`config.mk`:
```
export PLATFORM = sky130hd
export DESIGN_NAME = mtkc_ctrl
export DESIGN_NICKNAME = d
export VERILOG_FILES = /design/src/mtkc_pkg.sv /design/src/mtkc_ctrl.sv
export SDC_FILE = /design/constraint.sdc
export NUM_CORES = 1
export LEC_CHECK = 0
export BUFFER_PORTS_ARGS = -buffer_cell sky130_fd_sc_hd__buf_2
export CORE_MARGIN = 10
export CORE_UTILIZATION = 40
export CTS_CLUSTER_SIZE = 8
export DETAILED_ROUTE_END_ITERATION = 7
export PLACE_DENSITY_LB_ADDON = 0.05
export SETUP_SLACK_MARGIN = 0.15
export SYNTH_ARGS = -nofsm -noshare
export SYNTH_HDL_FRONTEND = slang
export SYNTH_SLANG_ARGS = --single-unit
```
`constraint.sdc`:
```
create_clock -name clk -period 1.9 [get_ports clk]
set_input_delay 0.095 -clock clk [delete_from_list [all_inputs] [get_ports clk]]
set_output_delay 0.095 -clock clk [all_outputs]
set_load 0.02 [all_outputs]
```
`src/mtkc_pkg.sv`:
```
// Shared types, constants and the output tempering function for the MT19937
// keystream byte cipher. No dependencies; imported by every file but mtkc_ram.
package mtkc_pkg;

	localparam int unsigned STATE_WORDS  = 624;
	localparam int unsigned TWIST_OFFSET = 397;
	localparam int unsigned ADDR_W       = $clog2(STATE_WORDS);
	localparam int unsigned WORD_W       = 32;

	localparam logic [WORD_W-1:0] MT_INIT_MULT = 32'h6C07_8965;
	localparam logic [WORD_W-1:0] MT_MATRIX    = 32'h9908_B0DF;
	localparam logic [WORD_W-1:0] MT_TEMPER_B  = 32'h9D2C_5680;
	localparam logic [WORD_W-1:0] MT_TEMPER_C  = 32'hEFC6_0000;

	localparam logic [7:0] KEY_RESET  = 8'hC5;
	localparam logic [7:0] STEP_RESET = 8'h83;
	localparam logic [7:0] STEP_INC   = 8'h53;

	// Controller states, one-hot.
	typedef enum logic [7:0] {
		ST_INIT0 = 8'b0000_0001,
		ST_MUL   = 8'b0000_0010,
		ST_WR    = 8'b0000_0100,
		ST_IDLE  = 8'b0000_1000,
		ST_RDA   = 8'b0001_0000,
		ST_RDB   = 8'b0010_0000,
		ST_GEN   = 8'b0100_0000,
		ST_EMIT  = 8'b1000_0000
	} mtkc_state_t;

	// Commands from the controller to the datapath.
	typedef struct packed {
		logic seed_load;
		logic init_first;
		logic init_mul;
		logic init_wr;
		logic item_take;
		logic latch_a;
		logic latch_b;
		logic gen_word;
		logic emit;
	} mtkc_cmd_t;

	// Status from the datapath to the controller.
	typedef struct packed {
		logic init_done;
		logic out_free;
	} mtkc_status_t;

	function automatic logic [WORD_W-1:0] mt_temper(input logic [WORD_W-1:0] w);
		logic [WORD_W-1:0] y;
		y = w ^ (w >> 11);
		y = y ^ ((y << 7) & MT_TEMPER_B);
		y = y ^ ((y << 15) & MT_TEMPER_C);
		y = y ^ (y >> 18);
		return y;
	endfunction

endpackage

```
`src/mtkc_ctrl.sv`:
```
// Controller state machine: sequences the table fill after a seed load and
// the read, regenerate and emit steps of each byte. Depends on mtkc_pkg.
module mtkc_ctrl import mtkc_pkg::*; (
	input  logic         clk,
	input  logic         arst_n,
	input  logic         in_valid,
	output logic         in_ready,
	input  logic         cfg_valid,
	input  mtkc_status_t status,
	output mtkc_cmd_t    cmd
);

	mtkc_state_t state_q, state_d;

	always_ff @(posedge clk or negedge arst_n) begin
		if (!arst_n) begin
			state_q <= ST_INIT0;
		end else begin
			state_q <= state_d;
		end
	end

	// A seed write takes priority, so no byte is taken at the same edge.
	assign in_ready = (state_q == ST_IDLE) && !cfg_valid;

	always_comb begin
		cmd       = '0;
		state_d   = state_q;
		unique case (state_q)
			ST_INIT0: begin
				cmd.init_first = 1'b1;
				state_d        = ST_MUL;
			end
			ST_MUL: begin
				cmd.init_mul = 1'b1;
				state_d      = ST_WR;
			end
			ST_WR: begin
				cmd.init_wr = 1'b1;
				state_d     = status.init_done ? ST_IDLE : ST_MUL;
			end
			ST_IDLE: begin
				if (in_valid) begin
					cmd.item_take = 1'b1;
					state_d       = ST_RDA;
				end
			end
			ST_RDA: begin
				cmd.latch_a = 1'b1;
				state_d     = ST_RDB;
			end
			ST_RDB: begin
				cmd.latch_b = 1'b1;
				state_d     = ST_GEN;
			end
			ST_GEN: begin
				cmd.gen_word = 1'b1;
				state_d      = ST_EMIT;
			end
			ST_EMIT: begin
				if (status.out_free) begin
					cmd.emit = 1'b1;
					state_d  = ST_IDLE;
				end
			end
			default: begin
				state_d = ST_INIT0;
			end
		endcase
		// A new seed restarts the table fill from any state.
		if (cfg_valid) begin
			cmd           = '0;
			cmd.seed_load = 1'b1;
			state_d       = ST_INIT0;
		end
	end

endmodule

```
==> flow_summary_export.csv <==
group,metric,value,unit
drt,drt_iter0_markers,20,
setup_path,r2r_start,"state_q[1]$_DFFE_PN0P_",
sta,finalHoldViolCount,0,
cells_and_area,fillers,126,
sta,relSlewSlack,74.6,%
drt,drtPass1Iterations,4,
setup_path,crit_path_start,"state_q[1]$_DFFE_PN0P_",
setup_path,worstSetupEndpointType,"primary output",
die,rows,13,
die,die_area,3270,um^2
drt,drt-wirelength-per-cell,15.4,um
cts,numCtsBuffers,3,
setup_path,slowest_delay,0.55,ns
logic_synthesis,ys_top_cells_by_area,"dfrtp_1 (32%), nor4b_1 (6.3%), nor2_1 (5.4%), dfstp_2 (4.8%), and4b_1 (3.6%)",
logic_synthesis,synth_flop_cell,"dfrtp_1",
cells_and_area,final_cell_count_no_fill,98,
die,die_h,57.2,um
logic_synthesis,synthAdderAreaFrac,0,%
logic_synthesis,synthSimpleGateAreaFrac,44.1,%
logic_synthesis,synth_top_family_by_area,"simple AND/OR/NAND/NOR gates",
grt,antenna_found_initial,0,
cts,cts_htree_levels,1,
setup_path,crit_type,"flip-flop to primary output",
sta,min_period,1.80,ns
cells_and_area,multiInputGateArea,340,um^2
die,core_area,1300,um^2
sta,worst-slew-pin-transition,0.376,ns
setup_path,cp_top_family,"simple AND/OR/NAND/NOR gates",
logic_synthesis,synth.avg_cell_area,8.78,um^2
pwr,leakage,0.358,nW
cells_and_area,largest_reg_flops,8,
cts,clkSlewWorstSetupHoldPaths,0.05,ns
setup_path,critPathCapture,"cmd[3]",
placement,gp_routability_congestion,0.764,
logic_synthesis,yosys-top-cells-count,"nor2_1 (8), dfrtp_1 (7), nand2_1 (5)",
cts,clkSinkCount,8,
drt,vias,560,
flow_run,cap_violations,0,
setup_path,critPathRequiredTime,1.80,ns
cells_and_area,drive_above_1_share,47.0,%
logic_synthesis,synth.area.mux_share,0,%
sta,report.final.slew_viol_count,0,
grt,grt_pass1_wl,2.31,mm
sta,fin_tns_setup,0,ns
cts,clk_latency,0.27,ns
drt,via_per_inst,5.71,
grt,grt_remaining_overflow,0,
logic_synthesis,ys_seq_elements,8,
die,ios,16,
logic_synthesis,ys_types,31,
placement,numPortBuffers,15,
logic_synthesis,synth_edf_count,0,
setup_path,crit_chain,"or4_4, nor2_4, and4b_1, buf_6",
sta,rsz0062_at_grt,"yes",
die,initial_core_util,42.5,%
grt,grt_usage,8.64,%
die,die_x,57.2,um
logic_synthesis,synth_top_cell_by_area,"dfrtp_1",
placement,dp_hpwl,992,um
worst_hold_path,hold_path.class,"primary input to flip-flop",
logic_synthesis,synth_compound_gate_area_share,8.37,%
logic_synthesis,yosys_warnings,0,
grt,grt_pass1_vias,516,
setup_path,reg2reg_to,"state_q[0]$_DFFE_PN1P_",
cells_and_area,antennaDiodeCount,0,
logic_synthesis,synthCells,63,
sta,finalCritPeriodShare,95.0,%
cells_and_area,reg_top3,"state_q: 8 flops",
cts,clk_path_buf_depth,2,
setup_path,rrSetupSlack,0.31,ns
cells_and_area,seqCellArea,205,um^2
setup_path,crit_path_top_delay_cell,"or4_4",
cts,cts-root-buf,"clkbuf_4",
placement,dpl.cell_count,89,
setup_path,arrival,1.71,ns
logic_synthesis,synthXorXnorAreaFrac,3.17,%
sta,setup_slack,0.0951,ns
outcome,status,"finished clean",
grt,grt_max_degree,12,
setup_path,startpoint_type,"flip-flop",
drt,drtAntennaViolNets,0,
pwr,ir_drop,0.372,mV
cells_and_area,syn_to_final_growth,34.6,%
sta,fmax,554,MHz
logic_synthesis,syn_nets,69,
placement,dpl_worst_slack,0.280,ns
logic_synthesis,netlist.area_leader.share,31.7,%
setup_path,cp.depth,4,
cells_and_area,regMostFlops,"state_q",
cells_and_area,nets,90,
logic_synthesis,synth-seq-area-share,36.4,%
drt,drc_errors,0,
setup_path,rr_worst_depth,6,
logic_synthesis,syn-cell-area,553,um^2
logic_synthesis,synth_most_common_cell,"nor2_1",
sta,clock_skew,0.00942,ns
sta,finalSetupViolCount,0,
cts,cts_tree,"built",
setup_path,path_buf_inv,1,
pwr,power_density,611,nW/um^2
logic_synthesis,synthArstFlopShare,100,%
drt,wirelength,1.51,mm
setup_path,path_max_fanout,5,
## metal layers
metal	routed length, um	vias to the layer above	track usage, %
met5	0	-	0
met4	44	0	5.37
met3	137	7	3.54
met2	627	26	12.4
met1	706	259	10.4
li1	-	268	-
## metrics by stage
stage               util, %  total power, W  hold WS, ns  area [um^2]
floorplan                 -        0.000257       -0.201          553
global placement       47.8        0.000283      -0.0452          622
detailed placement     47.8        0.000283      -0.0488          622
CTS                    54.6        0.000448       0.0570          711
global route           57.2        0.000476       0.0690          744
finish                 57.2        0.000455       0.0694          744
## report_power, final
group | total (W) | internal [W] | switching, W
combinational | 0.000121 | 0.0000547 | 0.0000664
clock | 0.000146 | 0.0000808 | 0.0000652
sequential | 0.000188 | 0.000181 | 0.00000602
## layout by cell type (no fill, tap or decap), types with 3 or more instances in the layout
master and instances:
nor4b_1 3, nand2_1 4, nor2_1 5, buf_4 9, clkbuf_4 3, dfrtp_1 4
dfrtp_2 3, buf_2 10
## worst min-delay path by stage
| stage | startpoint | depth (start not counted) | slack [ns] | to |
|---|---|---|---|---|
| floorplan | arst_n | 0 | -0.20 | state_q[1]$_DFFE_PN0P_ |
| global placement | arst_n | 1 | -0.05 | state_q[2]$_DFFE_PN0P_ |
| detailed placement | arst_n | 1 | -0.05 | state_q[2]$_DFFE_PN0P_ |
| CTS | in_valid | 2 | 0.06 | state_q[3]$_DFFE_PN0P_ |
| global route | in_valid | 2 | 0.07 | state_q[3]$_DFFE_PN0P_ |
| finish | in_valid | 2 | 0.07 | state_q[3]$_DFFE_PN0P_ |
## final cells by class
type	instances	area share (%)
multi-input cells	48	45.7
flip-flops and latches	8	27.6
clock buffers	4	3.53
repair buffers	22	20.2
inverters	1	0.504
well taps	15	2.52
## cells by family (layout without fill, tap and decap cells)
family,after synthesis,in the layout
compound gates,7,7
xor+xnor,2,2
buf+inv,7,27
flops,8,8
simple gates,39,39
## repair_timing
action	4_1_cts	5_1_grt
hold buffers	1	0
pin swaps	1	4
setup endpoints to repair	7	7
setup buffers	3	1
hold endpoints to repair	8	0
resized for setup	10	8
Note: power is estimated with default switching activity, not from simulation.
